`src/lhdd_pkg.sv`:
```
`timescale 1ns / 1ps

package lhdd_pkg;

   // Histogram geometry and result widths
   localparam int NUM_BINS = 256;
   localparam int BIN_W    = 8;
   localparam int OUT_W    = 24;

   // Command queue between front and back end
   localparam int QUEUE_DEPTH = 4;
   localparam int QPTR_W      = 2;
   localparam int QCNT_W      = 3;

   // Stream field widths
   localparam int REQ_DATA_W = 32;
   localparam int RSP_DATA_W = 80;
   localparam int RSP_PAD_W  = RSP_DATA_W - 3 * OUT_W - 1;

   // Opcodes on req_tuser
   localparam logic [1:0] OP_ACCUM  = 2'd0;
   localparam logic [1:0] OP_READ   = 2'd1;
   localparam logic [1:0] OP_FINISH = 2'd2;

   // Result kinds on rsp_tuser
   localparam logic RESULT_BIN     = 1'b0;
   localparam logic RESULT_VERDICT = 1'b1;

   // BT.601 luma weights in 16-bit fixed point (sum is 65536)
   localparam logic [15:0] LUMA_WT_RED   = 16'd19595;
   localparam logic [15:0] LUMA_WT_GREEN = 16'd38470;
   localparam logic [15:0] LUMA_WT_BLUE  = 16'd7471;
   localparam int          LUMA_ACC_W    = 24;

   typedef enum logic [1:0] {
      KIND_ACCUM,
      KIND_READ,
      KIND_FINISH
   } item_kind_type;

   typedef struct packed {
      item_kind_type      kind;
      logic [BIN_W-1:0]   addr;
   } queue_entry_type;

   typedef struct packed {
      logic               rd_en;
      logic [BIN_W-1:0]   rd_addr;
      logic               wr_en;
      logic [BIN_W-1:0]   wr_addr;
      logic               clear_all;
   } bin_ctl_type;

   typedef enum logic [2:0] {
      BK_IDLE,
      BK_ACC_WR,
      BK_RD_WAIT,
      BK_SUM,
      BK_VERDICT
   } back_state_type;

endpackage

```
`src/lhdd_front.sv`:
```
`timescale 1ns / 1ps

module lhdd_front import lhdd_pkg::*; (
   input  logic                  clock,
   input  logic                  reset,
   input  logic                  req_tvalid,
   output logic                  req_tready,
   input  logic [1:0]            req_tuser,   // op
   input  logic [REQ_DATA_W-1:0] req_tdata,   // red, green, blue, bin_index
   input  logic                  q_full,
   output logic                  q_push,
   output queue_entry_type       q_push_entry
);

   logic [7:0]            red;
   logic [7:0]            green;
   logic [7:0]            blue;
   logic [BIN_W-1:0]      bin_index;
   logic [LUMA_ACC_W-1:0] luma_acc;
   logic [BIN_W-1:0]      luma;
   logic                  accept;
   logic                  cls_valid;
   queue_entry_type       cls_entry;
   logic                  valid_ff, valid_in;
   queue_entry_type       entry_ff, entry_in;

   // Unpack the transaction payload
   assign red       = req_tdata[7:0];
   assign green     = req_tdata[15:8];
   assign blue      = req_tdata[23:16];
   assign bin_index = req_tdata[31:24];

   // Weighted sum of the color components, keep the integer part
   assign luma_acc = LUMA_ACC_W'(red)   * LUMA_ACC_W'(LUMA_WT_RED)
                   + LUMA_ACC_W'(green) * LUMA_ACC_W'(LUMA_WT_GREEN)
                   + LUMA_ACC_W'(blue)  * LUMA_ACC_W'(LUMA_WT_BLUE);
   assign luma = luma_acc[LUMA_ACC_W-1:LUMA_ACC_W-BIN_W];

   // Classify the opcode; the unused code is dropped here
   always_comb begin
      cls_valid      = 1'b1;
      cls_entry.kind = KIND_ACCUM;
      cls_entry.addr = luma;
      case (req_tuser)
         OP_ACCUM: begin
            cls_entry.kind = KIND_ACCUM;
            cls_entry.addr = luma;
         end
         OP_READ: begin
            cls_entry.kind = KIND_READ;
            cls_entry.addr = bin_index;
         end
         OP_FINISH: begin
            cls_entry.kind = KIND_FINISH;
            cls_entry.addr = '0;
         end
         default: begin
            cls_valid = 1'b0;
         end
      endcase
   end

   // Hold one classified entry until the queue takes it
   assign q_push       = valid_ff && !q_full;
   assign q_push_entry = entry_ff;
   assign req_tready   = !valid_ff || !q_full;
   assign accept       = req_tvalid && req_tready;

   always_comb begin
      valid_in = valid_ff;
      entry_in = entry_ff;
      if (accept) begin
         valid_in = cls_valid;
         entry_in = cls_entry;
      end else if (q_push) begin
         valid_in = 1'b0;
      end
   end

   always_ff @(posedge clock) begin
      if (reset) begin
         valid_ff <= 1'b0;
      end else begin
         valid_ff <= valid_in;
      end
   end

   always_ff @(posedge clock) begin
      entry_ff <= entry_in;
   end

endmodule

```
`config.mk`:
```
export PLATFORM = sky130hd
export DESIGN_NAME = lhdd_front
export DESIGN_NICKNAME = d
export VERILOG_FILES = /design/src/lhdd_pkg.sv /design/src/lhdd_front.sv
export SDC_FILE = /design/constraint.sdc
export NUM_CORES = 1
export LEC_CHECK = 0
export BUFFER_PORTS_ARGS = -buffer_cell sky130_fd_sc_hd__buf_2
export CORE_ASPECT_RATIO = 0.6
export CORE_MARGIN = 1
export CORE_UTILIZATION = 40
export DETAILED_ROUTE_END_ITERATION = 6
export PLACE_DENSITY = 0.55
export SKIP_CTS_REPAIR_TIMING = 1
export SYNTH_ARGS = -nofsm -noshare
export SYNTH_HDL_FRONTEND = slang
export SYNTH_SLANG_ARGS = --single-unit
```
`constraint.sdc`:
```
create_clock -name clock -period 7.4 [get_ports clock]
set_input_delay 0.74 -clock clock [delete_from_list [all_inputs] [get_ports clock]]
set_output_delay 0.74 -clock clock [all_outputs]
set_load 0.02 [all_outputs]
```
==> results.ini, run 1 <==
[outcome]
status=finished, final reports clean

[yosys]
synthTopCellsByArea=fa_1 35%, ha_1 30%, inv_1 12%
synth_largest_area_cell=fa_1
synth.avg_cell_area_um2=9.697
synth_cell_types=55
synth_ff_type=edfxtp_1
yosysSeqAreaShare_pct=4.794
synth_edf_count=10
async_flop_share_pct=0
netlist_area_um2=6681
syn-num-nets=1005
synth_warnings=0
synth_cells=689
synth_top_area_share_pct=35.36
yosys_register_bits=11

[finish]
nNetsFinal=1083
layout-drive-gt1-share_pct=14.49
fin_area_um2=7597
area_growth_pct=13.71
antennaDiodeCount=0
instances_no_fill=994

[global_routing]
grtUsageMet3_pct=4.957
grtUsageTotal_pct=19.97
grtUsageMet2_pct=30.71
grt_max_degree=11
grt_pass1_vias=5123
met1_usage_pct=29.22
top_usage_layer=met2
overflow=0
grt_pass1_wl_um=26260
antenna_found_initial=0

[placement]
placed_cell_area_um2=7385
port_buffers=49
place.gp.congestion=0.9096
hpwl_um=14380
placed_cells=988

[timing]
finalMaxSlewViolations=0
setup_viol=0
slew_headroom_pct=62.55
clock.fmax_ghz=0.1394
final.min_clock_period_ps=7172
fin_worst_skew_ps=1.961
worst_slew_pin_slew_ps=547.5
finalHoldViolCount=0
setup-tns-final_ps=0
rsz0062_at_grt=yes
finalCritPeriodShare_pct=96.92
hold_slack_ps=495.4

[cts]
cts_sinks=11
insertion_delay_ps=240
h-tree-depth=1
cts_tree=built
cts-buffers-inserted=3
clockBufferDepth=2
path_clk_slew_ps=40
cts_root_buffer=clkbuf_16

[critical_path]
arrival_ps=7170
r2r_slack_ps=6210
crit_top_cell=fa_1
cp_max_fo=5
cpLargestDelayFamily=adder cells
crit_slowest_cell=fa_1
path_class=in -> reg
end_kind=flip-flop
timing.critical_path.buf_inv=6
critPathRequiredTime_ps=7400
slowest_delay_ps=530
startpoint_type=input port

[route]
viasPerCell=4.796
drc_errors=0
dr.pass1.iters=6
wl_per_cell_um=15.93
drt_first_iter_violations=183
wl_um=15840
num_vias=4767
antenna_left=0

[floorplan]
dieArea_um2=17240
initial_utilization_pct=41.09
rows=36
core_area_um2=16260
io_pins=50
fp.dieW_um=168.9
fp.dieH_um=102.1

[hold_path]
min_path_type=reg -> reg

[job]
drv_cap=0

==> final cells by class <==
class,count,area [um^2]
clock buffers,3,75.07
inverters,221,829.5
well taps,228,285.3
clock inverters,1,5.005
multi-input cells,455,5622
repair buffers,75,460.4
flip-flops and latches,11,320.3
fillers,1560,8663
==> Yosys cell counts (all sizes together) (4+ instances only) <==
master and instances:
nand2 21, nand3 11, nand4 5, ha 160, nor2 12, inv 221, nor3 6, edfxtp 10
o21ai 10, xnor2 12, and3 5, a21o 8, fa 118, a211oi 4, a21oi 27, o211ai 5
==> state kept, by name, indices dropped and copies added (netlist names) <==
| register | cells |
|---|---|
| valid_ff | 1 |
| q_push_entry | 10 |
==> logic make-up after synthesis <==
logic type               count (synthesis)  synth area share [%]
AO/OA/AOI/OAI                           79                 8.671
buffers and inverters                  223                 12.53
XOR/XNOR                                16                 2.303
adder cells (fa/ha/maj)                278                 65.32
multiplexers                             1                0.1498
AND/OR/NAND/NOR                         81                 6.236
flip-flops                              11                 4.794
==> path summary, 6_finish.rpt <==
path                               startpoint              end  depth (start not counted)
worst max-delay path            req_tdata[13]  q_push_entry[4]                         28
worst min-delay path                 valid_ff         valid_ff                          2
worst max register to register       valid_ff  q_push_entry[7]                          2
worst min register to register       valid_ff         valid_ff                          2
==> per-stage QoR <==
| step | utilization (%) | worst slack, ps |
|---|---|---|
| 6_report | 46.72 | 228.0 |
| 5_1_grt | 46.72 | -99.48 |
| 3_3_place_gp | 45.41 | -189.1 |
| 4_1_cts | 45.91 | 34.83 |
| 2_1_floorplan | - | 147.0 |
| 3_5_place_dp | 45.41 | -200.9 |
==> tightest hold or removal path: stages (launching register included) <==
cell and delay, ps:
dfxtp_1 300, nand2_1 90, a21oi_1 60
==> per-layer routing <==
| layer | part of all wire, % | vias to the layer above |
|---|---|---|
| li1 | - | 2334 |
| met1 | 52 | 2334 |
| met2 | 41 | 92 |
| met3 | 6.8 | 7 |
| met4 | 0.44 | 0 |
| met5 | 0 | - |
==> placed cells by master, fill, tap and decap left out, drive strengths merged, types with 4 or more instances in the layout <==
master,netlist,routed
ha,160,160
a21oi,27,27
buf,0,75
nor2,12,12
and3,5,5
edfxtp,10,10
fa,118,118
a211oi,4,4
xnor2,12,12
nor3,6,6
inv,221,221
nand2,21,21
nand4,5,5
o21ai,10,10
nand3,11,11
o211ai,5,5
a21o,8,8
Power of run 1 is left out: the tool's default activity adds up to more than one toggle a clock period on the data nets, which glitch-free logic cannot reach.
==> run 2: changes to the inputs <==
--- a/config.mk
+++ b/config.mk
@@ -6,12 +6,14 @@
 export NUM_CORES = 1
 export LEC_CHECK = 0
 export BUFFER_PORTS_ARGS = -buffer_cell sky130_fd_sc_hd__buf_2
+export CAP_MARGIN = 15
 export CORE_ASPECT_RATIO = 0.6
 export CORE_MARGIN = 1
 export CORE_UTILIZATION = 40
 export DETAILED_ROUTE_END_ITERATION = 6
-export PLACE_DENSITY = 0.55
+export PLACE_DENSITY = 0.53
 export SKIP_CTS_REPAIR_TIMING = 1
+export SKIP_LAST_GASP = 1
 export SYNTH_ARGS = -nofsm -noshare
 export SYNTH_HDL_FRONTEND = slang
 export SYNTH_SLANG_ARGS = --single-unit
==> constraint.sdc (replaced) <==
create_clock -name clock -period 6.8 [get_ports clock]
set_input_delay 0.68 -clock clock [delete_from_list [all_inputs] [get_ports clock]]
set_output_delay 0.68 -clock clock [all_outputs]
set_load 0.02 [all_outputs]
==> run 2 against run 1 <==
  * Sequential share of layout area shrank 0.22 points
  * Clock skew is essentially flat
  * Sequential cell count is the same
  * Non-clock buffer count grew 48
  * Cell area grew 5.6%
  * The flow now finishes with violations (negative setup slack)
  * Setup slack lost 470 ps
  * Routed wire length grew 3.8%
  * Critical path type unchanged
  * Largest cell class unchanged
  * Core utilization grew 2.6 points
  * First-iteration DRC count shrank 1.6%
==> results.ini, run 2 (synthesis gave the netlist of run 1 again) <==
[outcome]
status=finished with violations
violations=negative setup slack

[finish]
final_cell_mix=216 x inv_1, 156 x ha_1, 117 x fa_1, 74 x buf_4, 47 x buf_2
fillCellCount=1555
largest_reg_flops=10
instances_no_fill=1042
layout-drive-gt1-share_pct=20.76
multi_input_area_um2=5690
area_growth_pct=20.11
final_common_cell=inv_1
seq_area_um2=320.3
antennaDiodeCount=0
nNetsFinal=1131

[hold_path]
min_path_type=reg -> reg

[global_routing]
antenna_found_initial=0
grt_max_degree=11
grtUsageTotal_pct=21.00
grt_pass1_vias=5446
overflow=0
grt_pass1_wl_um=27830

[floorplan]
fp.dieH_um=102.1
fp.dieW_um=168.9
io_pins=50
initial_utilization_pct=41.09
rows=36
core_area_um2=16260
dieArea_um2=17240

[placement]
place.gp.congestion=0.8746
placed_cells=1035
hpwl_um=15160
port_buffers=49

[timing]
final.min_clock_period_ps=7045
clock.fmax_ghz=0.1419
finalCritPeriodShare_pct=103.6
rsz0062_at_grt=yes
finalHoldViolCount=0
fin_ws_ps=-245.3
setup_viol=8
finalMaxSlewViolations=0
worst_slew_pin_slew_ps=600.6
slew_headroom_pct=59.69
fin_worst_skew_ps=1.529

[cts]
cts-buffers-inserted=3
cts_tree=built
insertion_delay_ps=240
path_clk_slew_ps=40
cts_sinks=11
clockBufferDepth=2
h-tree-depth=1
cts_root_buffer=clkbuf_16

[route]
drt_first_iter_violations=180
num_vias=4891
wl_um=16430
drc_errors=0
wl_per_cell_um=15.77
antenna_left=0
dr.pass1.iters=4
viasPerCell=4.694

[critical_path]
cp_max_fo=6
path_class=in -> reg
critPathRequiredTime_ps=6790
end_kind=flip-flop
arrival_ps=7030
startpoint_type=input port

[job]
drv_cap=0

run 2: cell count changes in the layout (fill, tap and decap cells not counted), moves of 2 or more:
| cell | delta |
|---|---|
| nand3_2 | +3 |
| buf_4 | +49 |
| buf_6 | -2 |
| nand3_1 | -3 |
run 2: final cells by class:
class / instances / share of cell area (%)
Multi-Input combinational cell: 455 / 70.91
Clock buffer: 4 / 0.9822
Timing Repair Buffer: 123 / 10.23
Inverter: 221 / 10.34
Sequential cell: 11 / 3.991
Tap cell: 228 / 3.555
run 2: worst paths after layout:
check                start         endpoint  slack, ps  cells after the start
max          req_tdata[13]  q_push_entry[6]       -250                     28
max reg2reg       valid_ff  q_push_entry[6]       5660                      2
min               valid_ff         valid_ff        480                      2
min reg2reg       valid_ff         valid_ff        480                      2
run 2: critical path, cell delays in order:
cell,delay [ps]
buf_8,110
ha_4,250
inv_2,30
fa_1,450
fa_1,510
inv_2,40
ha_4,200
and3b_1,190
o21a_1,190
o21ai_2,150
a21oi_2,80
o21a_1,200
or4_4,420
nand3_2,90
fa_1,430
fa_1,530
inv_2,50
fa_2,450
fa_1,510
inv_2,50
ha_4,280
and3_4,190
and2_4,130
nand4_1,140
o22ai_4,220
a31oi_1,140
xnor2_1,140
a22o_1,190
run 2: stage by stage:
| step | utilization (%) | setup WS [ps] | TNS [ps] | hold WS [ps] | area, um^2 |
|---|---|---|---|---|---|
| finish | 49.35 | -245.3 | -1062 | 477.5 | 8025 |
| global route | 49.35 | -471.5 | -2770 | 507.3 | 8025 |
| CTS | 48.55 | -451.0 | -2586 | 482.0 | 7894 |
| detailed placement | 48.06 | -697.1 | -4551 | 477.2 | 7815 |
| global placement | 48.06 | -597.7 | -3759 | 468.6 | 7815 |
| floorplan | - | -228.9 | -819.5 | 597.4 | 6759 |
run 2: layer usage:
| metal | vias up | share of wire [%] | global-route usage [%] |
|---|---|---|---|
| li1 | 2433 | - | - |
| met1 | 2362 | 55 | 32.84 |
| met2 | 89 | 39 | 31.18 |
| met3 | 7 | 5.8 | 3.563 |
| met4 | 0 | 0.39 | 1.678 |
| met5 | - | 0 | 0 |
Power of run 2 is left out for the same reason.
