--- src/lhdd_pkg.sv ---
`timescale 1ns / 1ps

package lhdd_pkg;

   // Histogram geometry and result widths
   localparam int NUM_BINS = 256;
   localparam int BIN_W    = 8;
   localparam int OUT_W    = 24;

   // Command queue between front and back end
   localparam int QUEUE_DEPTH = 4;
   localparam int QPTR_W      = 2;
   localparam int QCNT_W      = 3;

   // Stream field widths
   localparam int REQ_DATA_W = 32;
   localparam int RSP_DATA_W = 80;
   localparam int RSP_PAD_W  = RSP_DATA_W - 3 * OUT_W - 1;

   // Opcodes on req_tuser
   localparam logic [1:0] OP_ACCUM  = 2'd0;
   localparam logic [1:0] OP_READ   = 2'd1;
   localparam logic [1:0] OP_FINISH = 2'd2;

   // Result kinds on rsp_tuser
   localparam logic RESULT_BIN     = 1'b0;
   localparam logic RESULT_VERDICT = 1'b1;

   // BT.601 luma weights in 16-bit fixed point (sum is 65536)
   localparam logic [15:0] LUMA_WT_RED   = 16'd19595;
   localparam logic [15:0] LUMA_WT_GREEN = 16'd38470;
   localparam logic [15:0] LUMA_WT_BLUE  = 16'd7471;
   localparam int          LUMA_ACC_W    = 24;

   typedef enum logic [1:0] {
      KIND_ACCUM,
      KIND_READ,
      KIND_FINISH
   } item_kind_type;

   typedef struct packed {
      item_kind_type      kind;
      logic [BIN_W-1:0]   addr;
   } queue_entry_type;

   typedef struct packed {
      logic               rd_en;
      logic [BIN_W-1:0]   rd_addr;
      logic               wr_en;
      logic [BIN_W-1:0]   wr_addr;
      logic               clear_all;
   } bin_ctl_type;

   typedef enum logic [2:0] {
      BK_IDLE,
      BK_ACC_WR,
      BK_RD_WAIT,
      BK_SUM,
      BK_VERDICT
   } back_state_type;

endpackage

--- src/lhdd_queue.sv ---
`timescale 1ns / 1ps

module lhdd_queue import lhdd_pkg::*; (
   input  logic            clock,
   input  logic            reset,
   input  logic            push,
   input  queue_entry_type push_entry,
   output logic            full,
   input  logic            pop,
   output queue_entry_type head,
   output logic            empty
);

   queue_entry_type    slot_ff [QUEUE_DEPTH];
   logic [QPTR_W-1:0]  wr_ptr_ff, wr_ptr_in;
   logic [QPTR_W-1:0]  rd_ptr_ff, rd_ptr_in;
   logic [QCNT_W-1:0]  count_ff, count_in;

   assign full  = (count_ff == QCNT_W'(QUEUE_DEPTH));
   assign empty = (count_ff == '0);
   assign head  = slot_ff[rd_ptr_ff];

   // Advance pointers and occupancy
   always_comb begin
      wr_ptr_in = push ? wr_ptr_ff + 1'b1 : wr_ptr_ff;
      rd_ptr_in = pop  ? rd_ptr_ff + 1'b1 : rd_ptr_ff;
      count_in  = count_ff;
      if (push && !pop) begin
         count_in = count_ff + 1'b1;
      end else if (pop && !push) begin
         count_in = count_ff - 1'b1;
      end
   end

   always_ff @(posedge clock) begin
      if (reset) begin
         wr_ptr_ff <= '0;
         rd_ptr_ff <= '0;
         count_ff  <= '0;
      end else begin
         wr_ptr_ff <= wr_ptr_in;
         rd_ptr_ff <= rd_ptr_in;
         count_ff  <= count_in;
      end
   end

   // Store the pushed entry
   always_ff @(posedge clock) begin
      if (push) begin
         slot_ff[wr_ptr_ff] <= push_entry;
      end
   end

endmodule

--- config.mk ---
export PLATFORM = sky130hd
export DESIGN_NAME = lhdd_queue
export DESIGN_NICKNAME = d
export VERILOG_FILES = /design/src/lhdd_pkg.sv /design/src/lhdd_queue.sv
export SDC_FILE = /design/constraint.sdc
export NUM_CORES = 1
export LEC_CHECK = 0
export BUFFER_PORTS_ARGS = -buffer_cell sky130_fd_sc_hd__buf_4
export CAP_MARGIN = 15
export CORE_UTILIZATION = 32
export CTS_BUF_LIST = sky130_fd_sc_hd__clkbuf_8
export DETAILED_ROUTE_END_ITERATION = 7
export PLACE_DENSITY_LB_ADDON = 0.12
export SLEW_MARGIN = 15
export SYNTH_ARGS = -nofsm -noshare
export SYNTH_HDL_FRONTEND = slang
export SYNTH_SLANG_ARGS = --single-unit
--- constraint.sdc ---
create_clock -name clock -period 1.7 [get_ports clock]
set_input_delay 0 -clock clock [delete_from_list [all_inputs] [get_ports clock]]
set_output_delay 0 -clock clock [all_outputs]
set_load 0.02 [all_outputs]
==> summary.txt, run 1 <==
Job
  • MaxCap Viol Count: 0

STA
  • Final Cycle Share: just over 90%
  • Final hold vios: 0
  • Fin crit period: 1580 ps
  • Fin worst setup slack: around 120 ps
  • Max Clock Skew: approximately 2.9 ps
  • Setup_tns: 0 ps
  • Max Fclk: ~630 MHz
  • RSZ-0062 raised after global routing: false
  • Worst slew margin: a little under nine tenths
  • Final Slew Violations: 0
  • Final setup viols: 0
  • Hold WS: 9.37 ps
  • Least-Margin Pin Slew: between 200 and 250 ps

Clock tree
  • Cts bufs inserted: 5
  • Clock root buffer: clkbuf_8
  • Clock tree buffer depth: 2
  • CTS tree: yes
  • Post CTS Setup Buffer Count: 0
  • Clock-pin transition on the worst setup and hold timing paths: 80 ps
  • # resized after CTS: 0
  • Clk sinks: slightly below 50
  • H-tree depth: 2
  • Worst-Skew Late Latency: about 290 ps

Floorplan
  • Starting Density: between 30% and 40%
  • Top Ports: 26
  • DIE AREA: a little over 6000 sq um
  • Die height: 78.5 um
  • Row count: 27
  • Core Box Area: roughly 5600 sq um
  • Chip width: about 78 um

Detailed routing
  • Vias: between 900 and 1k
  • Post-Route WL: ~3000 um
  • Drt via density: around 4.4
  • DRT iter0 DRCs: 30
  • Final antenna-violating net count: 0
  • Wire per inst: approximately 14 um
  • First drt pass iteration count: 2
  • Remaining DRCs: 0

Yosys
  • Post-synth cell types: 20
  • Top post-synthesis cells by area: edfxtp_1 (64%), mux4_2 (12%), dfxtp_1 (9.6%)
  • Yosys reg bits: 49
  • Asr flop ratio synth: 0%
  • Sequential area share after synthesis: about three quarters
  • Yosys warns: 0
  • Share of the synthesized area in the top cell type: between 60 and 70%
  • Avg Inst Size Synth: 19.5 sq um
  • Synth Flop Type: edfxtp_1
  • Top cells by count, synth: edfxtp_1 (40), mux4_2 (10), dfxtp_1 (9)
  • EDFF count, synth: 40
  • Syn_nets: 116
  • Largest area contributor in the netlist: edfxtp_1
  • Top-count cell post-synth: edfxtp_1
  • Syn Inst Count: 96
  • Mapped Area: between 1500 and 2000 sq um

Place
  • I/O Buffers: 25
  • Gpl congestion: about 0.66
  • Post-DP HPWL: approximately 1900 um
  • Dpl ws: roughly 230 ps
  • Dpl cells: between 150 and 200

Setup path
  • Worst Path Class, Setup: reg -> out
  • Startpoint Class: flop
  • Critical Path RT: ~1700 ps
  • Crit. End Element: output pin
  • CP arrival: 1580 ps
  • Crit path max fanout: 10

Pwr
  • Internal power: about 1.8 mW
  • NetSw: around 570 uW
  • Reg power frac: roughly 58%
  • Pwr/cell area: ~1000 nW/um^2
  • Clock power frac: between 20% and 30%
  • Combinational share of power: about 17%
  • Switching share of power: between 20% and 30%
  • Leak Pwr: between 0.8 and 0.9 nW
  • Peak supply drop: 0.000387 V

Hold path
  • Worst hold path type: in -> reg

GRT
  • Initial antenna violation count: 0
  • All-layer global routing usage: a little over a tenth
  • Vias in the first global route: between 900 and 1k
  • GRT overflow: 0
  • First-pass GRT wire length: 4750 um
  • Largest net degree at the start of global routing: 14

Layout
  • Synthesis-to-layout area growth: 26.7%
  • Fill count: 511
  • Fraction of layout cells with a size suffix above 1: roughly 32%
  • Final net count: 163
  • Non-Filler Instances: about 220
  • Ant diodes: 0

Status
  • Status: finished, final reports clean
[power by group through the flow]
stage	clock, mW	combinational (mW)	sequential, mW
after floorplan	0	0.236	1.42
after global placement	0	0.383	1.42
after detailed placement	0	0.389	1.43
after CTS	0.643	0.413	1.40
after global routing	0.692	0.437	1.41
final	0.617	0.403	1.40
[repair_timing]
item	in CTS	in global routing
hold buffers	12	0
endpoints found under the hold margin	49	0
endpoints found under the setup margin	0	0
[stage by stage]
stage | cell area, sq um | power (mW) | util [%]
finish | 2370 | 2.42 | 42.5
global route | 2370 | 2.54 | 42.5
CTS | 2370 | 2.46 | 42.5
detailed placement | 2170 | 1.82 | 39.0
global placement | 2170 | 1.81 | 39.0
floorplan | 1870 | 1.66 | -
[state kept, by name, indices dropped and copies added (netlist names), named ones only]
| name | cells |
|---|---|
| count_ff | 3 |
| wr_ptr_ff | 2 |
| slot_ff | 40 |
| rd_ptr_ff | 2 |
[per-layer routing]
| metal | up-vias | part of all wire (%) | track usage, % |
|---|---|---|---|
| met4 | 0 | 1.4 | 4.44 |
| met2 | 19 | 52 | 18.5 |
| met3 | 5 | 3.8 | 3.49 |
| li1 | 453 | - | - |
| met5 | - | 0 | 0 |
| met1 | 463 | 43 | 12.7 |
[layout by cell type (no fill, tap or decap)]
cell type      Yosys  final
a21oi_1            1      1
and2_1             4      4
buf_4              0     31
clkbuf_8           0      5
clkinv_1           0      1
dfxtp_1            9      9
dlygate4sd3_1      0     12
edfxtp_1          40     40
fa_1               1      1
ha_1               5      5
inv_1              4      5
mux2i_1            2      2
mux4_2            10     10
nand2_1            1      1
nor2_1             7      7
nor3_1             1      1
nor3b_1            1      1
o21ai_0            1      1
or3_1              1      1
xnor2_1            2      2
xor2_1             3      3
[logic make-up after synthesis]
logic type | share of synthesized area, %
and+or+nand+nor | 3.94
buffers and inverters | 1.87
DFF | 73.8
xor gates and xnor gates | 2.34
AOI/OAI and AO/OA | 0.534
adders and majority gates | 4.41
muxes | 13.1
[critical path, cell delays in order (launching register included)]
cell and delay [ps]:
dfxtp_1 310, buf_4 240, mux4_2 550, buf_4 180
[layout make-up]
class                   instances  area (sq um)  area share [%]
inverters                       4          15.0           0.633
well taps                      72          90.1            3.80
clock buffers                   5          68.8            2.90
repair buffers                 43           353            14.9
flip-flops and latches         49          1380            58.3
multi-input cells              40           455            19.2
clock inverters                 2          7.51           0.317
[worst paths after layout]
| kind | start | endpoint | slack [ps] | cells past startpoint |
|---|---|---|---|---|
| setup / recovery | flop | head[1] | 120 | 3 |
| hold / removal | push | wr_ptr_ff[1] | 9 | 3 |
| setup reg to reg | count_ff[0] | count_ff[2] | 220 | 4 |
| hold reg to reg | count_ff[2] | count_ff[2] | 510 | 2 |
Power figures use the tool's default switching activity.
==> run 2: changes to the inputs <==
--- a/config.mk
+++ b/config.mk
@@ -11,6 +11,7 @@
 export CTS_BUF_LIST = sky130_fd_sc_hd__clkbuf_8
 export DETAILED_ROUTE_END_ITERATION = 7
 export PLACE_DENSITY_LB_ADDON = 0.12
+export SETUP_SLACK_MARGIN = 0.5
 export SLEW_MARGIN = 15
 export SYNTH_ARGS = -nofsm -noshare
 export SYNTH_HDL_FRONTEND = slang
==> run 2 against run 1 <==
Against the previous run: worst setup slack gained 87 ps; combinational power grew 20%; final cell count grew 3.3%; count of clock-buffer cells in the layout is the same; sequential share of layout area shrank 3.5 points; utilization grew 3.1 points; cell area grew 7.2%; first-iteration DRC count shrank 40%; hold slack gained 4.1 ps; critical path type unchanged; highest routed layer unchanged.
==> summary.txt, run 2 (same netlist as run 1, synthesis figures left out) <==
Status
  • Status: finished, final reports clean (unchanged)

STA
  • Hold WS: 13.5 ps (was 9.37 ps)
  • Fin worst setup slack: 211 ps (was 124 ps)
  • Max Fclk: 672 MHz (was 635 MHz)
  • RSZ-0062 raised after global routing: true (was false)
  • Worst slew margin: 84.4% (was 85.4%)
  • Final Cycle Share: 87.6% (was 92.7%)
  • Max Clock Skew: 5.11 ps (was 2.87 ps)
  • Final Slew Violations: 0 (unchanged)
  • Setup_tns: 0 ps (unchanged)
  • Fin crit period: 1490 ps (was 1580 ps)
  • Least-Margin Pin Slew: 231 ps (was 220 ps)
  • Final hold vios: 0 (unchanged)
  • Final setup viols: 0 (unchanged)

Pwr
  • Switching share of power: 22.9% (was 23.7%)
  • NetSw: 612 uW (was 574 uW)
  • Clock power frac: 29.4% (was 25.5%)
  • Reg power frac: 52.6% (was 57.9%)
  • Internal power: 2.06 mW (was 1.85 mW)
  • Leak Pwr: 0.935 nW (was 0.864 nW)
  • Combinational share of power: 18.1% (was 16.6%)
  • Total power: 2.68 mW (was 2.42 mW)
  • Pwr/cell area: 1050 nW/um^2 (was 1020 nW/um^2)
  • Peak supply drop: 0.000377 V (was 0.000387 V)

Detailed routing
  • Wire per inst: 15.0 um (was 14.2 um)
  • First drt pass iteration count: 2 (unchanged)
  • Remaining DRCs: 0 (unchanged)
  • Post-Route WL: 3330 um (was 3040 um)
  • Final antenna-violating net count: 0 (unchanged)
  • DRT iter0 DRCs: 18 (was 30)
  • Drt via density: 4.46 (was 4.37)
  • Vias: 991 (was 940)

Layout
  • Non-Filler Instances: 222 (was 215)
  • Most frequent cells in the layout: edfxtp_1 (40), buf_4 (21), buf_6 (14) (was edfxtp_1 (40), buf_4 (31), dlygate4sd3_1 (12))
  • Ant diodes: 0 (unchanged)
  • Synthesis-to-layout area growth: 35.8% (was 26.7%)
  • Biggest register: slot_ff (unchanged)
  • Biggest registers after layout: slot_ff: 40 flops, count_ff: 3 flops (unchanged)
  • Post-route cell area: 2540 sq um (was 2370 sq um)
  • Commonest non-fill, non-tap cell in the layout: edfxtp_1 (unchanged)
  • Largest register FFs: 40 (unchanged)
  • Final net count: 169 (was 163)
  • Core Util, Final: 45.6% (was 42.5%)
  • Fraction of layout cells with a size suffix above 1: 42.7% (was 32.2%)

Setup path
  • Max stage delay on crit path: 530 ps (was 550 ps)
  • Worst Setup EP: head[0] (was head[1])
  • Startpoint Class: flop (unchanged)
  • Crit. End Element: output pin (unchanged)
  • Worst path bufs/invs: 2 (unchanged)
  • Crit path cell chain: buf_8 > mux4_2 > buf_6 (was buf_4 > mux4_2 > buf_4)
  • Reg2Reg Setup Slack: 330 ps (was 220 ps)
  • Cell count along the critical path: 3 (unchanged)
  • Worst r2r dst: count_ff[2] (unchanged)
  • CP arrival: 1490 ps (was 1580 ps)
  • Reg2reg path depth: 4 (unchanged)
  • Crit path max-delay family: multiplexers (unchanged)
  • Crit path max fanout: 7 (was 10)
  • Critical Path RT: 1700 ps (about the same)
  • FF-to-FF Start: count_ff[0] (unchanged)
  • CP max stage cell: mux4_2 (unchanged)
  • Worst Path Class, Setup: reg -> out (unchanged)

GRT
  • GRT overflow: 0 (unchanged)
  • Initial antenna violation count: 0 (unchanged)
  • All-layer global routing usage: 12.0% (was 10.9%)
  • First-pass GRT wire length: 5240 um (was 4750 um)
  • Vias in the first global route: 1,061 (was 913)
  • Largest net degree at the start of global routing: 15 (was 14)

Hold path
  • Worst hold path type: in -> reg (unchanged)

Clock tree
  • CTS tree: yes (unchanged)
  • Cts bufs inserted: 5 (unchanged)
  • Clock root buffer: clkbuf_8 (unchanged)
  • Clock tree buffer depth: 2 (unchanged)
  • Worst-Skew Late Latency: 300 ps (was 290 ps)
  • Clock-pin transition on the worst setup and hold timing paths: 80 ps (about the same)
  • H-tree depth: 2 (unchanged)
  • Clk sinks: 49 (unchanged)

Floorplan
  • DIE AREA: 6160 sq um (unchanged)
  • Row count: 27 (unchanged)
  • Starting Density: 33.6% (unchanged)
  • Die height: 78.5 um (unchanged)
  • Core Box Area: 5570 sq um (unchanged)
  • Chip width: 78.5 um (unchanged)
  • Top Ports: 26 (unchanged)

Place
  • Post-DP HPWL: 2070 um (was 1950 um)
  • Gpl congestion: 0.677 (was 0.657)
  • Post-DP Area: 2190 sq um (was 2170 sq um)
  • Dpl ws: 230 ps (was 227 ps)
  • Dpl cells: 197 (was 196)
  • I/O Buffers: 25 (unchanged)

Job
  • MaxCap Viol Count: 0 (unchanged)
-- run 2: changes by cell type in the layout (fill, tap and decap cells not counted), sizes merged --
cell         delta
buf             +5
bufinv          +1
dlygate4sd3     +1
-- run 2: per-layer routing --
layer	vias up	track usage (%)	routed length [um]
li1	465	-	-
met1	501	12.5	1340
met5	-	0	0
met2	19	21.8	1790
met4	0	5.56	59
met3	6	4.07	131
-- run 2: how the worst min path moves through the flow --
stage	from	endpoint	cells past startpoint
after floorplan	push_entry[0]	slot_ff[0][0]	0
after global placement	push_entry[6]	slot_ff[0][6]	1
after detailed placement	push_entry[7]	slot_ff[0][7]	1
after CTS	push	wr_ptr_ff[0]	3
after global routing	push	wr_ptr_ff[0]	3
final	push	wr_ptr_ff[0]	3
-- run 2: tightest hold or removal path, cell delays in order --
cell     delay, ps
buf_4          120
xnor2_1        120
nor2_1          40
-- run 2: cell type report --
class | count | area, sq um
fill | 503 | 3030
sequential | 49 | 1390
multi-input combinational | 40 | 477
timing repair buffer | 49 | 460
tap | 72 | 90.1
clock buffer | 5 | 68.8
clock inverter | 3 | 37.5
inverter | 4 | 15.0
-- run 2: what timing repair did --
item,CTS,global route
setup buffers,2,0
pin swaps,0,0
cloned,0,2
setup endpoints to repair,44,43
hold buffers,13,0
resized for setup,17,14
hold endpoints to repair,49,0
-- run 2: power groups by stage --
stage	Clock (mW)	Sequential, mW	Combinational (mW)
after floorplan	0	1.42	0.237
after global placement	0	1.43	0.386
after detailed placement	0	1.43	0.395
after CTS	0.813	1.41	0.467
after global routing	0.869	1.42	0.526
final	0.786	1.41	0.484
