$ cat src/lhdd_pkg.sv
`timescale 1ns / 1ps

package lhdd_pkg;

   // Histogram geometry and result widths
   localparam int NUM_BINS = 256;
   localparam int BIN_W    = 8;
   localparam int OUT_W    = 24;

   // Command queue between front and back end
   localparam int QUEUE_DEPTH = 4;
   localparam int QPTR_W      = 2;
   localparam int QCNT_W      = 3;

   // Stream field widths
   localparam int REQ_DATA_W = 32;
   localparam int RSP_DATA_W = 80;
   localparam int RSP_PAD_W  = RSP_DATA_W - 3 * OUT_W - 1;

   // Opcodes on req_tuser
   localparam logic [1:0] OP_ACCUM  = 2'd0;
   localparam logic [1:0] OP_READ   = 2'd1;
   localparam logic [1:0] OP_FINISH = 2'd2;

   // Result kinds on rsp_tuser
   localparam logic RESULT_BIN     = 1'b0;
   localparam logic RESULT_VERDICT = 1'b1;

   // BT.601 luma weights in 16-bit fixed point (sum is 65536)
   localparam logic [15:0] LUMA_WT_RED   = 16'd19595;
   localparam logic [15:0] LUMA_WT_GREEN = 16'd38470;
   localparam logic [15:0] LUMA_WT_BLUE  = 16'd7471;
   localparam int          LUMA_ACC_W    = 24;

   typedef enum logic [1:0] {
      KIND_ACCUM,
      KIND_READ,
      KIND_FINISH
   } item_kind_type;

   typedef struct packed {
      item_kind_type      kind;
      logic [BIN_W-1:0]   addr;
   } queue_entry_type;

   typedef struct packed {
      logic               rd_en;
      logic [BIN_W-1:0]   rd_addr;
      logic               wr_en;
      logic [BIN_W-1:0]   wr_addr;
      logic               clear_all;
   } bin_ctl_type;

   typedef enum logic [2:0] {
      BK_IDLE,
      BK_ACC_WR,
      BK_RD_WAIT,
      BK_SUM,
      BK_VERDICT
   } back_state_type;

endpackage

$ cat src/lhdd_back.sv
`timescale 1ns / 1ps

module lhdd_back import lhdd_pkg::*; #(
   parameter int COUNT_BITS = 24
) (
   input  logic                  clock,
   input  logic                  reset,
   input  queue_entry_type       q_head,
   input  logic                  q_empty,
   output logic                  q_pop,
   input  logic [7:0]            dark_level,
   output bin_ctl_type           bin_ctl,
   output logic [COUNT_BITS-1:0] bin_wr_data,
   input  logic [COUNT_BITS-1:0] bin_rd_data,
   output logic                  rsp_tvalid,
   input  logic                  rsp_tready,
   output logic                  rsp_tuser,   // result_kind
   output logic [RSP_DATA_W-1:0] rsp_tdata    // bin_count, dark_pixels, total_pixels,
                                              // is_dark, zero pad
);

   localparam int WIDE_W = (COUNT_BITS > OUT_W) ? COUNT_BITS : OUT_W;
   localparam logic [COUNT_BITS-1:0] CNT_MAX = '1;

   back_state_type        state_ff, state_in;
   logic [BIN_W-1:0]      addr_ff, addr_in;
   logic [BIN_W:0]        idx_ff, idx_in;
   logic                  pend_ff, pend_in;
   logic [COUNT_BITS-1:0] sum_ff, sum_in;
   logic [COUNT_BITS-1:0] pixel_ff, pixel_in;
   logic                  rsp_valid_ff, rsp_valid_in;
   logic                  rsp_kind_ff, rsp_kind_in;
   logic [OUT_W-1:0]      rsp_bin_ff, rsp_bin_in;
   logic [OUT_W-1:0]      rsp_dark_ff, rsp_dark_in;
   logic [OUT_W-1:0]      rsp_total_ff, rsp_total_in;
   logic                  rsp_flag_ff, rsp_flag_in;

   logic                  out_free;
   logic                  walk_rd;
   logic                  acc_write;
   logic                  load_bin;
   logic                  load_verdict;
   logic [COUNT_BITS:0]   sum_wide;
   logic [COUNT_BITS-1:0] sum_sat;
   logic [COUNT_BITS-1:0] pixel_inc;
   logic [WIDE_W-1:0]     rd_wide;
   logic [WIDE_W-1:0]     sum_out_wide;
   logic [WIDE_W-1:0]     pixel_out_wide;

   assign out_free = !rsp_valid_ff || rsp_tready;
   assign walk_rd  = (idx_ff < {1'b0, dark_level});

   // Saturating arithmetic
   assign bin_wr_data = (bin_rd_data == CNT_MAX) ? bin_rd_data
                                                 : bin_rd_data + COUNT_BITS'(1);
   assign pixel_inc   = (pixel_ff == CNT_MAX) ? pixel_ff : pixel_ff + COUNT_BITS'(1);
   assign sum_wide    = {1'b0, sum_ff} + {1'b0, bin_rd_data};
   assign sum_sat     = sum_wide[COUNT_BITS] ? CNT_MAX : sum_wide[COUNT_BITS-1:0];

   // Fit counters to the result field width
   assign rd_wide        = WIDE_W'(bin_rd_data);
   assign sum_out_wide   = WIDE_W'(sum_ff);
   assign pixel_out_wide = WIDE_W'(pixel_ff);

   // Next state
   always_comb begin
      state_in = state_ff;
      case (state_ff)
         BK_IDLE: begin
            if (!q_empty) begin
               case (q_head.kind)
                  KIND_ACCUM:  state_in = BK_ACC_WR;
                  KIND_READ:   state_in = BK_RD_WAIT;
                  KIND_FINISH: state_in = BK_SUM;
                  default:     state_in = BK_IDLE;
               endcase
            end
         end
         BK_ACC_WR: begin
            state_in = BK_IDLE;
         end
         BK_RD_WAIT: begin
            if (out_free) state_in = BK_IDLE;
         end
         BK_SUM: begin
            if (!walk_rd && !pend_ff) state_in = BK_VERDICT;
         end
         BK_VERDICT: begin
            if (out_free) state_in = BK_IDLE;
         end
         default: begin
            state_in = BK_IDLE;
         end
      endcase
   end

   // Control outputs per state
   always_comb begin
      q_pop        = 1'b0;
      bin_ctl      = '0;
      acc_write    = 1'b0;
      load_bin     = 1'b0;
      load_verdict = 1'b0;
      case (state_ff)
         BK_IDLE: begin
            q_pop           = !q_empty;
            bin_ctl.rd_en   = !q_empty && (q_head.kind == KIND_ACCUM ||
                                           q_head.kind == KIND_READ);
            bin_ctl.rd_addr = q_head.addr;
         end
         BK_ACC_WR: begin
            acc_write       = 1'b1;
            bin_ctl.wr_en   = 1'b1;
            bin_ctl.wr_addr = addr_ff;
         end
         BK_RD_WAIT: begin
            load_bin = out_free;
         end
         BK_SUM: begin
            bin_ctl.rd_en   = walk_rd;
            bin_ctl.rd_addr = idx_ff[BIN_W-1:0];
         end
         BK_VERDICT: begin
            load_verdict      = out_free;
            bin_ctl.clear_all = out_free;
         end
         default: begin
            q_pop = 1'b0;
         end
      endcase
   end

   // Datapath next values
   always_comb begin
      addr_in      = q_pop ? q_head.addr : addr_ff;
      idx_in       = idx_ff;
      sum_in       = sum_ff;
      pend_in      = (state_ff == BK_SUM) && walk_rd;
      pixel_in     = pixel_ff;
      rsp_valid_in = rsp_valid_ff;
      rsp_kind_in  = rsp_kind_ff;
      rsp_bin_in   = rsp_bin_ff;
      rsp_dark_in  = rsp_dark_ff;
      rsp_total_in = rsp_total_ff;
      rsp_flag_in  = rsp_flag_ff;

      // Walk the dark bins, one read issued per cycle
      if (q_pop) begin
         idx_in = '0;
         sum_in = '0;
      end else if (state_ff == BK_SUM) begin
         if (walk_rd) idx_in = idx_ff + 1'b1;
         if (pend_ff) sum_in = sum_sat;
      end

      if (acc_write) begin
         pixel_in = pixel_inc;
      end else if (load_verdict) begin
         pixel_in = '0;
      end

      // Output register: load a result or drain on handshake
      if (load_bin) begin
         rsp_valid_in = 1'b1;
         rsp_kind_in  = RESULT_BIN;
         rsp_bin_in   = rd_wide[OUT_W-1:0];
         rsp_dark_in  = '0;
         rsp_total_in = '0;
         rsp_flag_in  = 1'b0;
      end else if (load_verdict) begin
         rsp_valid_in = 1'b1;
         rsp_kind_in  = RESULT_VERDICT;
         rsp_bin_in   = '0;
         rsp_dark_in  = sum_out_wide[OUT_W-1:0];
         rsp_total_in = pixel_out_wide[OUT_W-1:0];
         rsp_flag_in  = (sum_ff > (pixel_ff >> 1));
      end else if (rsp_tready) begin
         rsp_valid_in = 1'b0;
      end
   end

   always_ff @(posedge clock) begin
      if (reset) begin
         state_ff     <= BK_IDLE;
         pend_ff      <= 1'b0;
         pixel_ff     <= '0;
         rsp_valid_ff <= 1'b0;
      end else begin
         state_ff     <= state_in;
         pend_ff      <= pend_in;
         pixel_ff     <= pixel_in;
         rsp_valid_ff <= rsp_valid_in;
      end
   end

   always_ff @(posedge clock) begin
      addr_ff      <= addr_in;
      idx_ff       <= idx_in;
      sum_ff       <= sum_in;
      rsp_kind_ff  <= rsp_kind_in;
      rsp_bin_ff   <= rsp_bin_in;
      rsp_dark_ff  <= rsp_dark_in;
      rsp_total_ff <= rsp_total_in;
      rsp_flag_ff  <= rsp_flag_in;
   end

   assign rsp_tvalid = rsp_valid_ff;
   assign rsp_tuser  = rsp_kind_ff;
   assign rsp_tdata  = {RSP_PAD_W'(0), rsp_flag_ff, rsp_total_ff, rsp_dark_ff, rsp_bin_ff};

   // A pixel update is a single read then a single write
   a_acc_one_cycle: assert property (@(posedge clock) disable iff (reset)
      (state_ff == BK_ACC_WR) |=> (state_ff == BK_IDLE))
      else $error("accumulate write did not return to idle");

   // Dark sum is a subset of the pixels counted so far
   a_sum_bound: assert property (@(posedge clock) disable iff (reset)
      (state_ff == BK_SUM) |-> (sum_ff <= pixel_ff))
      else $error("dark sum exceeds pixel total");

   // A verdict loaded for output starts a fresh frame
   a_verdict_clears: assert property (@(posedge clock) disable iff (reset)
      load_verdict |=> (pixel_ff == '0 && state_ff == BK_IDLE && rsp_tvalid))
      else $error("frame state not cleared after verdict");

endmodule
$ cat config.mk
export PLATFORM = sky130hd
export DESIGN_NAME = lhdd_back
export DESIGN_NICKNAME = d
export VERILOG_FILES = /design/src/lhdd_pkg.sv /design/src/lhdd_back.sv
export SDC_FILE = /design/constraint.sdc
export NUM_CORES = 1
export LEC_CHECK = 0
export ABC_AREA = 1
export BUFFER_PORTS_ARGS = -buffer_cell sky130_fd_sc_hd__buf_2
export CAP_MARGIN = 25
export CELL_PAD_IN_SITES_DETAIL_PLACEMENT = 0
export CELL_PAD_IN_SITES_GLOBAL_PLACEMENT = 1
export CORE_MARGIN = 5
export CORE_UTILIZATION = 43
export CTS_CLUSTER_DIAMETER = 50
export CTS_CLUSTER_SIZE = 12
export DETAILED_ROUTE_END_ITERATION = 10
export PLACE_DENSITY_LB_ADDON = 0.2
export SYNTH_ARGS = -nofsm -noshare
export SYNTH_HDL_FRONTEND = slang
export SYNTH_SLANG_ARGS = --single-unit
$ cat constraint.sdc
create_clock -name clock -period 5.5 [get_ports clock]
set_input_delay 0.275 -clock clock [delete_from_list [all_inputs] [get_ports clock]]
set_output_delay 0.275 -clock clock [all_outputs]
set_load 0.02 [all_outputs]
==> flow_summary.rst <==
.. list-table::
   :header-rows: 1

   * - Metric
     - Value
   * - Total global routing overflow
     - 0
   * - Global routing met2 resource utilization
     - 36.4%
   * - Most heavily used metal layer in global routing
     - met2
   * - Main combinational cell family by area after synthesis
     - simple AND/OR/NAND/NOR gates
   * - Cell with the most instances after synthesis
     - sky130_fd_sc_hd__nand2_1
   * - Number of antenna violations at the first check in global routing
     - 0
   * - Die width
     - 157 um
   * - Ports
     - 172
   * - Met1 usage
     - 35.9%
   * - Die Outline Area
     - 0.0246 sq mm
   * - CTS tree
     - done
   * - Post-synthesis area per instance
     - 6.85 sq um
   * - Antenna cell count
     - 0
   * - Std-Cell Core Area
     - 0.0211 sq mm
   * - Via Count
     - 9123
   * - Library cell used as clock root buffer
     - sky130_fd_sc_hd__clkbuf_16
   * - Initial Utilization
     - 43.9%
   * - Vias in the first global route
     - 8447
   * - Setup TNS after final layout
     - 0 ns
   * - Worst Clk Skew
     - 0.0111 ns
   * - Placement Rows
     - 53
   * - HP Class
     - in2reg
   * - Syn Inst Count
     - 1353
   * - Warning count from the yosys run
     - 0
   * - Asr flop ratio synth
     - 0%
   * - Final routed wirelength across all metal layers
     - 29700 um
   * - CP Capture Type
     - output pin
   * - Area Overhead vs Synth
     - 16.9%
   * - Unrepaired setup endpoints after global routing
     - no
   * - Post-CTS setup buffers
     - 0
   * - Mean routed wirelength per cell
     - 16.6 um
   * - Number of routed nets with antenna violations
     - 0
   * - Adder-Cell Fraction of Synth Area
     - 8.45%
   * - Top post-synthesis cells by count
     - sky130_fd_sc_hd__nand2_1, sky130_fd_sc_hd__inv_1, sky130_fd_sc_hd__nor2_1
   * - Inserted Clock Buffers
     - 17
   * - Number of sinks handled by clock tree synthesis
     - 144
   * - Net total in the final layout
     - 1612
   * - Upper clock frequency limit
     - 309 MHz
   * - Fraction of final layout cells sized beyond drive strength 1
     - 16.0%
   * - Reg-to-reg startpoint
     - state_ff[2]
   * - Global routing usage on met3
     - 4.26%
   * - Portion of the post-synthesis area used by sequential elements
     - 34.6%
   * - Post-Synthesis Cell Area
     - 0.00926 sq mm
   * - Required time reported for the critical path endpoint
     - 5.22 ns
   * - Outcome
     - completed
   * - Most common flop cell mapped by yosys
     - sky130_fd_sc_hd__dfxtp_1
   * - Vertical die dimension
     - 157 um
   * - Post-layout min period
     - 3.24 ns
   * - Crit path from
     - state_ff[1]
   * - Share of synthesized cell area in and, or, nand and nor gates
     - 30.8%
   * - Largest fanout on the critical path
     - 54
   * - Max-cap violations
     - 0
   * - Top area cells in the synthesized netlist
     - sky130_fd_sc_hd__dfxtp_1, sky130_fd_sc_hd__nand2_1, sky130_fd_sc_hd__edfxtp_1
   * - Finished Cell Area
     - 0.0108 sq mm
   * - Level count of the clock H-tree
     - 4
   * - Overall power consumption
     - 3.35 mW
   * - Final HPWL from detailed placement
     - 23400 um
   * - First-pass iteration count of the detailed router
     - 5
   * - Synthesis-stage register bit count
     - 144
   * - Kind of start point of the critical path
     - flip-flop
   * - Top cell type by total area after synthesis
     - sky130_fd_sc_hd__dfxtp_1
   * - Number of unique standard cell types used by synthesis
     - 42
   * - Post-route DRC violation count
     - 0
   * - Worst vdd ir
     - 0.223 mV
   * - Count of pins over their slew limit
     - 0
   * - Total power density per cell area
     - 309 mW/mm^2
   * - Category of the critical setup timing path
     - reg2out
   * - Clock slew seen by the registers of the worst setup and hold paths
     - 0.07 ns
   * - Worst slew pin tran
     - 0.944 ns
   * - Synth top area share
     - 24.2%
   * - Count of flip-flops with a built-in enable after synthesis
     - 32
   * - Startpoint of the lowest-slack hold path
     - q_head[6]
   * - XOR/XNOR share of the synthesized area
     - 2.27%
   * - Total cell area at the placement stage
     - 0.0102 sq mm
   * - Reported leakage power
     - 5.41 nW
   * - Share of the synthesized area in compound gates (AO/OA/AOI/OAI)
     - 12.9%
   * - Setup-violating endpoint count in the final report
     - 0
   * - Maximum number of buffers from clock root to sink
     - 2
   * - Final Hold Fails
     - 0
   * - Maximum number of pins on one net before global-route repair
     - 55
   * - Number of hold-repair buffers added at the cts stage
     - 0
   * - Number of gates resized after cts
     - 0
   * - Placer's final routability congestion estimate
     - 0.938
   * - Insertion delay to the later sink of the worst-skew pair
     - 0.42 ns
   * - Max-slew headroom at the worst pin
     - 36.8%
   * - IO buf count
     - 164
   * - Via density
     - 5.09
   * - Global-route total usage across every layer
     - 24.1%
   * - Portion of the clock cycle consumed by the worst path in the final layout
     - 58.9%
   * - First-iteration detailed-routing DRC count
     - 739
   * - CP arrival
     - 2.97 ns
   * - Post-synthesis mux area share
     - 0%
   * - Global-route wire length before repair
     - 46500 um
==> layer usage <==
layer	wire [um]	vias up
li1	-	4674
met1	14400	4143
met2	12900	277
met3	2040	29
met4	390	0
met5	0	-
==> metrics by stage <==
step / setup slack, ns / cells / hold slack, ns / util [%]
final: 2.26 / 1791 / 0.0417 / 51.4
after global routing: 2.03 / 1791 / 0.0316 / 51.4
after CTS: 2.23 / 1791 / 0.0283 / 51.4
after detailed placement: 2.47 / 1760 / 0.456 / 48.6
after global placement: 1.99 / 1759 / 0.453 / 48.5
after floorplan: 3.36 / 1359 / 0.374 / -
==> power breakdown <==
| part | switching [mW] | internal, mW | leakage, nW |
|---|---|---|---|
| clock network | 0.481 | 0.678 | 0.290 |
| logic | 0.631 | 0.255 | 3.90 |
| registers | 0.0614 | 1.24 | 1.22 |
==> placed cells by master (no fill, tap or decap), types with 13 or more instances in the layout <==
cell,n
sky130_fd_sc_hd__xor2_1,13
sky130_fd_sc_hd__nand2_1,364
sky130_fd_sc_hd__nand4_1,30
sky130_fd_sc_hd__nor3_1,19
sky130_fd_sc_hd__nor2_1,134
sky130_fd_sc_hd__ha_1,61
sky130_fd_sc_hd__o21ai_0,78
sky130_fd_sc_hd__dfxtp_1,112
sky130_fd_sc_hd__nand3_1,77
sky130_fd_sc_hd__inv_1,196
sky130_fd_sc_hd__edfxtp_1,32
sky130_fd_sc_hd__a21oi_1,102
sky130_fd_sc_hd__clkbuf_16,18
sky130_fd_sc_hd__buf_2,164
==> sequential cells by signal, summed over array words and instances, names as in the netlist <==
signal        flops
pixel_ff         24
rsp_bin_ff       24
rsp_dark_ff      24
rsp_total_ff     24
sum_ff           24
idx_ff            9
addr_ff           8
state_ff          3
pend_ff           1
rsp_flag_ff       1
rsp_tuser         1
rsp_tvalid        1
==> cell families after synthesis <==
kind of cell	Yosys count
XOR/XNOR	24
adder cells (fa/ha/maj)	62
buffers and inverters	244
AO/OA/AOI/OAI	214
AND/OR/NAND/NOR	664
other	1
flip-flops	144
==> critical path, cell delays in order (launching register included) <==
cell and delay [ns]:
sky130_fd_sc_hd__dfxtp_1 0.36, sky130_fd_sc_hd__nor2_1 0.24, sky130_fd_sc_hd__nand3_1 0.62, sky130_fd_sc_hd__inv_2 0.51, sky130_fd_sc_hd__buf_4 0.51, sky130_fd_sc_hd__buf_2 0.27
==> cell type report <==
cell class	instances	area [sq um]
Timing Repair Buffer	169	878
Clock buffer	21	482
Tap cell	275	344
Inverter	201	754
Multi-Input combinational cell	971	5070
Fill cell	2190	10300
Sequential cell	144	3200
Clock inverter	10	98.8
==> path summary, 6_finish.rpt <==
check / endpoint / slack (ns) / depth (start not counted)
worst max-delay path: bin_ctl[0] / 2.26 / 5
worst min-delay path: addr_ff[6] / 0.04 / 1
worst max register to register: rsp_dark_ff[14] / 2.41 / 8
worst min register to register: rsp_tuser / 0.47 / 1
(Power assumes the default switching activity.)
